==> config.mk <==
export PLATFORM = sky130hd
export DESIGN_NAME = stbs_ctrl
export DESIGN_NICKNAME = d
export VERILOG_FILES = /design/src/rtl/core/stbs_pkg.sv /design/src/rtl/core/stbs_ctrl.sv
export SDC_FILE = /design/constraint.sdc
export NUM_CORES = 1
export LEC_CHECK = 0
export ABC_AREA = 1
export BUFFER_PORTS_ARGS = -buffer_cell sky130_fd_sc_hd__buf_2
export CORE_AREA = 5 5 42 44
export CTS_BUF_LIST = sky130_fd_sc_hd__clkbuf_16
export DETAILED_ROUTE_END_ITERATION = 7
export DIE_AREA = 0 0 47 49
export GPL_TIMING_DRIVEN = 0
export PLACE_DENSITY_LB_ADDON = 0.15
export SYNTH_ARGS = -nofsm -noshare
export SYNTH_HDL_FRONTEND = slang
export SYNTH_SLANG_ARGS = --single-unit
==> constraint.sdc <==
create_clock -name clk -period 2 [get_ports clk]
set_input_delay 0.2 -clock clk [delete_from_list [all_inputs] [get_ports clk]]
set_output_delay 0.2 -clock clk [all_outputs]
set_load 0.1 [all_outputs]
==> src/rtl/core/stbs_pkg.sv <==
// ----------------------------------------------------------------------------
// stbs_pkg
// Types, constants and command/status groups of the sorted table search.
// ----------------------------------------------------------------------------
`default_nettype none

package stbs_pkg;

    localparam int TABLE_DEPTH = 1024;
    localparam int IDX_W       = 10;
    localparam int COORD_W     = 32;

    localparam logic KIND_LOAD  = 1'b0;
    localparam logic KIND_QUERY = 1'b1;

    typedef struct packed {
        logic                      kind;
        logic [IDX_W-1:0]          write_index;
        logic signed [COORD_W-1:0] entry_coord;
        logic signed [COORD_W-1:0] search_value;
        logic [IDX_W-1:0]          range_start;
        logic [IDX_W-1:0]          range_stop;
    } stbs_req_t;

    typedef struct packed {
        logic             found;
        logic [IDX_W-1:0] match_index;
    } stbs_rsp_t;

    // Read address source of the table
    typedef enum logic [1:0] {
        ADDR_LO,
        ADDR_HI,
        ADDR_MID_FIRST,
        ADDR_MID_NEXT
    } stbs_addr_e;

    typedef enum logic [2:0] {
        S_IDLE,
        S_CHECK,
        S_RD_HI,
        S_BOUND,
        S_BISECT,
        S_FINISH,
        S_MISS
    } stbs_state_e;

    // Controller to datapath
    typedef struct packed {
        logic       take;
        stbs_addr_e addr_sel;
        logic       cap_lo;
        logic       bound_step;
        logic       bisect_step;
        logic       res_we;
        logic       res_miss;
    } stbs_cmd_t;

    // Datapath to controller
    typedef struct packed {
        logic range_ok;
        logic bound_ok;
        logic wide;
        logic cont;
        logic res_free;
    } stbs_sts_t;

endpackage

`default_nettype wire

==> src/rtl/core/stbs_ctrl.sv <==
// ----------------------------------------------------------------------------
// stbs_ctrl
// Sequencer of load and query transfers through the search steps.
// ----------------------------------------------------------------------------
`default_nettype none

module stbs_ctrl (
    input  wire logic                clk,
    input  wire logic                rst_n,
    input  wire logic                req_valid,
    input  wire logic                req_kind,
    output logic                     req_stall,
    input  wire stbs_pkg::stbs_sts_t sts,
    output stbs_pkg::stbs_cmd_t      cmd
);
    import stbs_pkg::*;

    stbs_state_e state_reg, state_next;
    logic        take;

    assign req_stall = state_reg != S_IDLE;
    assign take      = req_valid && !req_stall;

    // State register
    always_ff @(posedge clk or negedge rst_n)
    begin
        if (!rst_n)
        begin
            state_reg <= S_IDLE;
        end
        else
        begin
            state_reg <= state_next;
        end
    end

    // Next state and commands
    always_comb
    begin
        state_next      = state_reg;
        cmd.take        = 1'b0;
        cmd.addr_sel    = ADDR_LO;
        cmd.cap_lo      = 1'b0;
        cmd.bound_step  = 1'b0;
        cmd.bisect_step = 1'b0;
        cmd.res_we      = 1'b0;
        cmd.res_miss    = 1'b0;

        unique case (state_reg)
            S_IDLE:
            begin
                cmd.take = take;
                if (take && (req_kind == KIND_QUERY))
                begin
                    state_next = S_CHECK;
                end
            end
            S_CHECK:
            begin
                // read low end entry
                cmd.addr_sel = ADDR_LO;
                state_next   = sts.range_ok ? S_RD_HI : S_MISS;
            end
            S_RD_HI:
            begin
                cmd.addr_sel = ADDR_HI;
                cmd.cap_lo   = 1'b1;
                state_next   = S_BOUND;
            end
            S_BOUND:
            begin
                cmd.addr_sel   = ADDR_MID_FIRST;
                cmd.bound_step = 1'b1;
                if (!sts.bound_ok)
                begin
                    state_next = S_MISS;
                end
                else if (sts.wide)
                begin
                    state_next = S_BISECT;
                end
                else
                begin
                    state_next = S_FINISH;
                end
            end
            S_BISECT:
            begin
                // one halving per cycle, next mid read issued at once
                cmd.addr_sel    = ADDR_MID_NEXT;
                cmd.bisect_step = 1'b1;
                state_next      = sts.cont ? S_BISECT : S_FINISH;
            end
            S_FINISH:
            begin
                if (sts.res_free)
                begin
                    cmd.res_we = 1'b1;
                    state_next = S_IDLE;
                end
            end
            S_MISS:
            begin
                if (sts.res_free)
                begin
                    cmd.res_we   = 1'b1;
                    cmd.res_miss = 1'b1;
                    state_next   = S_IDLE;
                end
            end
            default:
            begin
                state_next = S_IDLE;
            end
        endcase
    end

endmodule

`default_nettype wire

## Word level (Yosys, flattened, before mapping)

Index checks and enable logic that the tools add are counted.

| word-level totals | value |
|---|---|
| bits in registers | 3 |
| word-level logic and storage cells | 32 |
| bits of input ports | 9 |

| cells by class | value |
|---|---|
| mux-type cells | 16 |
| reductions and logical operators | 7 |
| equal/unequal tests | 8 |

Operators with widths:

| kind | count |
|---|---|
| case mux 3 bit (6 select lines) | 1 |
| two-way mux 3 bit | 4 |
| == test 3 bit, second input constant | 3 |
| two-way mux 1 bit | 8 |
| == test 3 x 2 -> 1 bit, second input constant | 2 |
| case mux 2 bit (3 select lines) | 1 |
| == test 3 x 1 -> 1 bit, second input constant | 1 |
| logical NOT 3 bit | 1 |
| nonzero test 3 bit | 1 |
| logical AND 1 bit | 2 |
| two-way mux 2 bit | 1 |
| inequality test 2 x 1 -> 1 bit, second input constant | 1 |
| inequality test 2 bit, second input constant | 1 |
| case mux 1 bit (2 select lines) | 1 |
| AND reduction 2 bit | 1 |
| OR reduction 2 bit | 1 |
| logical NOT 1 bit | 1 |

## Depth between registers and ports, before layout

Gate-level depths: netlist of the first run.

| logic depth | value |
|---|---|
| depth in word-level cells | 6 |
| depth in mapped cells | 7 |

## Worst setup path before layout of the first run

OpenSTA, ideal clock, no wires.

| timing path | value |
|---|---|
| path kind | reg2out |
| start point | register state_reg[2] |
| end point | output cmd[1] (netlist name) |
| buffers on the path | 1 |
| stages on the path, launching flop included | 4 |
| setup slack | -1626 ps |
| arrival time | 3426 ps |
| required time | 1800 ps |
| cells stage by stage | dfrtp_1 buf_4 inv_2 nor4_1 |

RTL lines:

| element | RTL line | source |
|---|---|---|
| from (decl) | stbs_ctrl.sv:18 | `stbs_state_e state_reg, state_next;` |
| from (signal assigned) | stbs_ctrl.sv:33 | `state_reg <= state_next;` |
| to (decl) | stbs_ctrl.sv:14 | `output stbs_pkg::stbs_cmd_t cmd` |

==> summary.txt, run 1 <==
Clock network
  • Clk Latency, worst-skew pair: around 0.22 ns
  • H-tree levels: 1
  • Clock root buffer: clkbuf_16
  • Clock tree buffer depth: 2
  • TritonCTS Buffers: 3
  • Clock transition at path regs: 0.03 ns
  • Clock tree sinks: 3
  • CTS tree: built

Worst setup path
  • Worst r2r src: state_reg[0]
  • Critical path depth: 4
  • Worst path arrival time: 1.67 ns
  • CP startpoint: state_reg[0]
  • Setup CP Type: register to output port
  • Crit path cell chain: nor2_1 > nand2_1 > o21ai_1 > clkbuf_4
  • Delay-heaviest family, CP: simple AND/OR/NAND/NOR gates
  • Biggest cell delay along the critical path: 0.45 ns
  • Worst path slowest cell: dfrtp_1
  • CP endpoint: cmd[5]
  • Worst Setup End Kind: output port
  • Cells on worst reg2reg path: 3
  • FF-to-FF End: state_reg[2]
  • CP max FO: 6
  • Worst setup SP type: register
  • Critical Path RT: approximately 1.8 ns
  • FF-to-FF setup slack: ~0.78 ns
  • Bufs and invs on worst path: 1

Hold path
  • Worst min path class: primary input to register

Floorplan
  • Core area: around 1400 µm²
  • Std cell rows: 14
  • Ports: 18
  • Die span in y: 49 µm
  • Die ar.: between 2000 and 2500 µm²
  • Initial Util: 18.5%
  • Die width: 47 µm

Global routing
  • Initial antenna violation count: 0
  • Vias in the first global route: 316
  • First-pass GRT wire length: between 1000 and 1500 µm
  • Largest net degree at the start of global routing: 9
  • GRT overflow: 0
  • All-layer global routing usage: under 10%

STA
  • Final clock skew: 0.000195 ns
  • Crit share post-route: around 94%
  • Final Max Tran Viols: 0
  • Worst slew pin tran: slightly below 0.5 ns
  • Finish-stage setup viols: 0
  • Unrepaired setup endpoints after global routing: false
  • Max-slew headroom: 67.8%
  • Fmax: 534 MHz
  • Final worst path period need: 1.87 ns
  • Final hold violations: 0

Logic synthesis
  • Seq/Total Area, Yosys: ~29%
  • Cells after Synth: 43
  • Synthesized cell area: ~260 µm²
  • Post-synthesis average cell area: roughly 6.0 µm²
  • Distinct cell type count after synthesis: 14
  • Mapped Nets: between 50 and 60
  • Yosys reg bits: 3
  • Syn. warnings: 0

Finish
  • Sequential cell area: 75.1 µm²
  • Antenna diodes: 0
  • Area growth syn-to-layout: 92.3%
  • Largest register FFs: 3
  • Multi-input combinational cell area: ~180 µm²
  • Nets: 75
  • Layout cell share with drive strength beyond 1: 41.5%
  • Fill cells: around 160
  • Cell area after layout: ~500 µm²

Routing
  • Vias/cell: about 4.3
  • DR iter-0 viols: 13
  • Vias: 347
  • Post-DRT Antenna Nets: 0
  • First drt pass iteration count: 4
  • Final WL: approximately 770 µm
  • Avg WL per Cell: about 9.5 µm
  • Residual DRC count: 0

Placement
  • HPWL Detailed: 625 µm
  • IO Port Bufs: 17
  • Area of placed instances: between 400 and 500 µm²
  • Placer Congestion: roughly 0.7

Outcome
  • Status: finished clean

Run
  • Max-Cap Viols: 0
layer usage:
layer / up-vias / wire length (µm) / track usage (%)
met2: 18 / 353 / 10.4
met4: 0 / 12 / 5.53
met5: - / 0 / 0
met3: 2 / 73 / 4.80
li1: 182 / - / -
met1: 145 / 330 / 9.45
Yosys cell counts (all sizes together):
cell	count	area, µm²
nand2	12	47.6
inv	10	37.5
nor2	7	28.8
dfrtp	3	75.1
nand4	3	18.8
nand3	2	10.0
nor4	2	12.5
buf	1	7.51
o2111ai	1	8.76
o21ai	1	5.00
o31ai	1	7.51
area by class of cell:
cell class / instances / area share (%)
multi-input cells: 29 / 35.4
flip-flops and latches: 3 / 15.1
clock buffers: 3 / 15.1
plain buffers: 1 / 1.51
repair buffers: 18 / 20.6
inverters: 10 / 7.54
well taps: 16 / 4.02
clock inverters: 1 / 0.754
worst min path at each step:
stage | from | end | slack, ns | depth (start not counted)
floorplan | rst_n | state_reg[0] | -0.1 | 0
global placement | rst_n | state_reg[1] | -0.002 | 1
detailed placement | rst_n | state_reg[1] | -0.003 | 1
CTS | sts[4] | state_reg[2] | 0.24 | 2
global route | sts[4] | state_reg[2] | 0.25 | 2
finish | sts[4] | state_reg[2] | 0.22 | 2
through the flow:
stage	instances	hold slack [ns]	TNS, ns	utilization [%]	setup WS, ns
CTS	81	0.236	0	35.0	0.0314
finish	81	0.224	0	35.5	0.128
global placement	76	-0.00237	0	28.7	0.236
floorplan	43	-0.0956	-0.428	-	-0.263
detailed placement	76	-0.00289	0	28.7	0.261
global route	81	0.247	0	35.5	0.0102
cells by family after synthesis:
kind of cell	Yosys count	share of synthesized area, %
and+or+nand+nor	26	45.4
DFF	3	29.0
buffers and inverters	11	17.4
AOI/OAI and AO/OA	3	8.21
placed cells by master, fill, tap and decap left out:
| cell type | Yosys | final |
|---|---|---|
| dfrtp_1 | 3 | 3 |
| nand4_1 | 3 | 3 |
| nand2_1 | 11 | 11 |
| inv_1 | 9 | 10 |
| nand3_1 | 2 | 2 |
| buf_2 | 0 | 14 |
| inv_2 | 1 | 1 |
| o21ai_1 | 0 | 1 |
| o2111ai_1 | 1 | 1 |
| nand2_2 | 1 | 1 |
| clkbuf_16 | 0 | 3 |
| nor4_4 | 0 | 2 |
| o31ai_1 | 1 | 1 |
| nor2_2 | 1 | 1 |
| clkbuf_4 | 0 | 3 |
| nor2_1 | 6 | 5 |
| dlygate4sd3_1 | 0 | 1 |
| buf_4 | 1 | 1 |
| nor2_4 | 0 | 1 |
timing repair:
| item | CTS | global route |
|---|---|---|
| hold buffers | 1 | 0 |
| resized for setup | 0 | 3 |
| endpoints found under the setup margin | 0 | 3 |
| setup buffers | 0 | 0 |
| endpoints found under the hold margin | 3 | 0 |
Power of run 1 is not shown: default switching activity piles up to over one toggle a cycle in this logic, so the estimate is an artifact.
==> inputs of run 2 (changes only) <==
Settings changed: MAX_ROUTING_LAYER from default to met4.
==> run 2 against run 1 <==
Critical path type unchanged. Setup slack got worse by 0.0023 ns. Cell area unchanged. Die area stayed put. First-iteration DRC count down 7.7%. Clock-buffer cell count unchanged. Non-clock buffer count unchanged. Critical path depth unchanged. Flip-flop and latch count did not move.
==> summary.txt, run 2 (same netlist as run 1, synthesis figures left out) <==
Outcome
  • Status: finished clean

Clock network
  • Clock tree sinks: 3 (unchanged)
  • H-tree levels: 1 (unchanged)
  • Clock transition at path regs: 0.03 ns (about the same)
  • TritonCTS Buffers: 3 (unchanged)
  • Clock root buffer: clkbuf_16
  • Clk Latency, worst-skew pair: 0.22 ns (about the same)
  • Clock tree buffer depth: 2 (unchanged)
  • CTS tree: built

Worst setup path
  • CP max FO: 6 (unchanged)
  • Worst r2r src: state_reg[0]
  • Worst Setup End Kind: output port
  • Worst path arrival time: 1.67 ns (about the same)
  • Critical Path RT: 1.80 ns (about the same)
  • CP startpoint: state_reg[0]
  • Worst setup SP type: register
  • Setup CP Type: register to output port

Routing
  • Post-DRT Antenna Nets: 0 (unchanged)
  • Vias: 342 (-1.4%)
  • DR iter-0 viols: 12 (-1)
  • First drt pass iteration count: 4 (unchanged)
  • Residual DRC count: 0 (unchanged)
  • Vias/cell: 4.22 (-1.4%)
  • Avg WL per Cell: 9.54 µm (+0.39%)
  • Final WL: 773 µm (+0.39%)

Global routing
  • Largest net degree at the start of global routing: 9 (unchanged)
  • Vias in the first global route: 315 (-0.32%)
  • First-pass GRT wire length: 1300 µm (unchanged)
  • GRT overflow: 0 (unchanged)
  • All-layer global routing usage: 8.23% (+0.20 points)
  • Initial antenna violation count: 0 (unchanged)

Finish
  • Most common cell after layout, fill and taps aside: buf_2
  • Area growth syn-to-layout: 92.3% (unchanged)
  • Largest register FFs: 3 (unchanged)
  • Layout cell share with drive strength beyond 1: 41.5% (unchanged)
  • Nets: 75 (unchanged)
  • Fill cells: 161 (unchanged)
  • Most frequent cells in the layout: buf_2, nand2_1, inv_1
  • Cell area after layout: 498 µm² (unchanged)
  • Antenna diodes: 0 (unchanged)

STA
  • Hold_ws: 0.223 ns (-0.000890 ns)
  • Final clock skew: 0.000184 ns (-0.0000112 ns)
  • Unrepaired setup endpoints after global routing: false
  • Final worst setup slack: 0.126 ns (-0.00234 ns)
  • Final Max Tran Viols: 0 (unchanged)
  • Final worst path period need: 1.87 ns (+0.00235 ns)
  • Max-slew headroom: 67.8% (unchanged)
  • Fmax: 534 MHz (-0.13%)
  • Worst slew pin tran: 0.486 ns (unchanged)
  • Setup_tns: 0 ns (unchanged)
  • Crit share post-route: 93.7% (+0.12 points)
  • Final hold violations: 0 (unchanged)
  • Finish-stage setup viols: 0 (unchanged)

Placement
  • Area of placed instances: 402 µm² (unchanged)
  • Worst slack, placed: 0.261 ns (unchanged)
  • HPWL Detailed: 625 µm (unchanged)
  • Placer Congestion: 0.726 (+1.2%)
  • IO Port Bufs: 17 (unchanged)

Floorplan
  • Die width: 47 µm (unchanged)
  • Die ar.: 2300 µm² (unchanged)
  • Initial Util: 18.5% (unchanged)
  • Ports: 18 (unchanged)
  • Core area: 1400 µm² (unchanged)
  • Std cell rows: 14 (unchanged)
  • Die span in y: 49 µm (unchanged)

Hold path
  • Worst Min Path Start: sts[4]
  • Worst min path class: primary input to register

Run
  • Max-Cap Viols: 0 (unchanged)
-- run 2: cell counts in the layout (fill, tap and decap cells not counted) --
No cell type changed its count.
-- run 2: final timing paths --
kind | to | slack [ns] | depth (start not counted)
max in group asynchronous | state_reg[2] | 1.59 | 2
hold reg to reg | state_reg[1] | 0.59 | 2
min in group asynchronous | state_reg[1] | 0.30 | 2
setup reg to reg | state_reg[2] | 0.78 | 3
hold / removal | state_reg[2] | 0.22 | 2
setup / recovery | cmd[5] | 0.13 | 4
-- run 2: through the flow --
stage               cells  utilization, %
floorplan              43               -
global placement       76            28.7
detailed placement     76            28.7
CTS                    81            35.0
global route           81            35.5
finish                 81            35.5
-- run 2: timing repair --
action,in CTS,in global routing
hold buffers,1,0
gates resized for setup,0,3
endpoints found under the setup margin,0,3
buffers inserted,0,0
hold endpoints to repair,3,0
-- run 2: area by class of cell --
| cell class | count | area [µm²] | share of cell area (%) |
|---|---|---|---|
| multi-input cells | 29 | 176 | 35.4 |
| repair buffers | 18 | 103 | 20.6 |
| flip-flops and latches | 3 | 75.1 | 15.1 |
| clock buffers | 3 | 75.1 | 15.1 |
| inverters | 10 | 37.5 | 7.54 |
| well taps | 16 | 20.0 | 4.02 |
| plain buffers | 1 | 7.51 | 1.51 |
| clock inverters | 1 | 3.75 | 0.754 |
-- run 2: worst max-delay path: stages (launching register included) --
cell	delay, ns
dfrtp_1	0.45
nor2_1	0.36
nand2_1	0.18
o21ai_1	0.12
clkbuf_4	0.34
-- run 2: per-layer routing --
layer | global-route usage [%] | routed length (µm) | up-vias
li1 | - | - | 182
met1 | 9.45 | 325 | 142
met2 | 10.4 | 356 | 16
met3 | 4.80 | 77 | 2
met4 | 5.53 | 12 | 0
met5 | - | 0 | -
Power of run 2 is left out for the same reason.
==> inputs of run 3 (changes only) <==
Settings changed: BUFFER_PORTS_ARGS -buffer_cell sky130_fd_sc_hd__buf_2 to default, DONT_BUFFER_PORTS from default to 1, GPL_TIMING_DRIVEN 0 to 1.
==> run 3 against run 2 <==
Routed wire length increased by 14%. Clock skew increased by 0.0014 ns. Register-to-register slack got worse by 0.02 ns. Die area is the same. Via count down 4.1%. Clock-buffer cell count is the same. Sequential share of layout area grew 0.43 points. Final cell count decreased by 11%. First-iteration DRC count down 42%. Critical endpoint is now cmd[6]. Cell area shrank 2.8%.
==> summary.txt, run 3 (same netlist as run 1, synthesis figures left out) <==
STA
  • Final hold violations: 0 (unchanged)
  • Fmax: 553 MHz (+3.6%)
  • Worst slew pin tran: 0.364 ns (-0.123 ns)
  • Finish-stage setup viols: 0 (unchanged)
  • Final clock skew: 0.00163 ns (+0.00144 ns)
  • Final worst path period need: 1.81 ns (-0.0647 ns)
  • Final Max Tran Viols: 0 (unchanged)
  • Crit share post-route: 90.5% (-3.2 points)
  • Unrepaired setup endpoints after global routing: false
  • Max-slew headroom: 75.7% (+7.9 points)
  • Final worst setup slack: 0.191 ns (+0.0647 ns)
  • Hold_ws: 0.150 ns (-0.0731 ns)

Floorplan
  • Die ar.: 2300 µm² (unchanged)
  • Core area: 1400 µm² (unchanged)
  • Die span in y: 49 µm (unchanged)
  • Std cell rows: 14 (unchanged)
  • Initial Util: 18.5% (unchanged)
  • Die width: 47 µm (unchanged)
  • Ports: 18 (unchanged)

Clock network
  • Clock tree buffer depth: 2 (unchanged)
  • Clk Latency, worst-skew pair: 0.22 ns (about the same)
  • Clock root buffer: clkbuf_16
  • Post_cts resized: 0 (unchanged)
  • H-tree levels: 1 (unchanged)
  • Clock transition at path regs: 0.03 ns (about the same)
  • TritonCTS Buffers: 3 (unchanged)
  • CTS tree: built
  • Clock tree sinks: 3 (unchanged)

Placement
  • HPWL Detailed: 699 µm (+12%)
  • IO Port Bufs: 0 (-17)
  • Worst slack, placed: 0.423 ns (+0.162 ns)
  • Placer Congestion: 0.671 (-7.6%)
  • Area of placed instances: 395 µm² (-1.6%)

Global routing
  • Largest net degree at the start of global routing: 9 (unchanged)
  • First-pass GRT wire length: 1520 µm (+18%)
  • GRT overflow: 0 (unchanged)
  • Initial antenna violation count: 0 (unchanged)
  • All-layer global routing usage: 9.39% (+1.2 points)
  • Vias in the first global route: 351 (+11%)

Worst setup path
  • Worst setup SP type: register
  • Worst path arrival time: 1.61 ns (-0.06 ns)
  • Setup CP Type: register to output port
  • Worst Setup End Kind: output port
  • Critical Path RT: 1.80 ns (about the same)
  • CP max FO: 6 (unchanged)

Finish
  • Antenna diodes: 0 (unchanged)
  • Nets: 66 (-12%)
  • Most common cell after layout, fill and taps aside: nand2_1
  • Fill cells: 154 (-4.3%)
  • Area growth syn-to-layout: 87.0%
  • Cell area after layout: 484 µm² (-2.8%)
  • Layout cell share with drive strength beyond 1: 35.7% (-5.8 points)
  • Most frequent cells in the layout: nand2_1, inv_1, buf_4
  • Largest register FFs: 3 (unchanged)
  • Util after Layout: 34.6% (-0.98 points)

Run
  • Max-Cap Viols: 0 (unchanged)

Routing
  • Vias/cell: 4.56 (+7.9%)
  • Max layer used: met4
  • Final WL: 879 µm (+14%)
  • First drt pass iteration count: 4 (unchanged)
  • DR iter-0 viols: 7 (-5)
  • Metal-1 WL: 398 µm (+22%)
  • WL met3: 68 µm (-12%)
  • Residual DRC count: 0 (unchanged)
  • Post-DRT Antenna Nets: 0 (unchanged)
  • Avg WL per Cell: 12.2 µm (+28%)
  • Vias: 328 (-4.1%)
  • Routed wl met2: 389 µm (+9.3%)

Outcome
  • Status: finished clean

Hold path
  • Worst min path class: primary input to register
-- run 3: layer usage --
layer	up-vias	GRT usage (%)
li1	165	-
met1	141	11.2
met2	18	13.1
met3	4	2.21
met4	0	6.91
met5	-	-
-- run 3: path summary, 6_finish.rpt --
check	from	to	slack [ns]	cells after the start
worst min register to register	state_reg[1]	state_reg[1]	0.63	2
worst max-delay path	state_reg[0]	cmd[6]	0.19	4
max in group asynchronous	rst_n	state_reg[1]	1.62	1
min in group asynchronous	rst_n	state_reg[2]	0.23	1
worst min-delay path	sts[4]	state_reg[2]	0.15	1
worst max register to register	state_reg[0]	state_reg[2]	0.76	3
-- run 3: area by class of cell --
cell class	count	area, µm²	area share [%]
Clock buffer	3	75.1	15.5
Clock inverter	1	3.75	0.775
Inverter	10	37.5	7.75
Multi-Input combinational cell	29	183	37.7
Sequential cell	3	75.1	15.5
Tap cell	16	20.0	4.13
Timing Repair Buffer	10	90.1	18.6
-- run 3: timing repair --
action | in CTS | in global routing
endpoints found under the hold margin | 3 | 0
buffers inserted | 0 | 0
hold buffers | 1 | 0
-- run 3: worst max-delay path: stages (launching register included) --
cell	delay [ns]
dfrtp_1	0.45
nor2_1	0.34
nand2_1	0.20
nand2_1	0.11
buf_4	0.29
-- run 3: metrics by stage --
| stage | TNS (ns) | std cells |
|---|---|---|
| 4_1_cts | 0 | 72 |
| 6_report | 0 | 72 |
| 3_5_place_dp | 0 | 67 |
| 5_1_grt | 0 | 72 |
| 3_3_place_gp | 0 | 67 |
| 2_1_floorplan | -0.428 | 43 |
Power of run 3 is left out for the same reason.
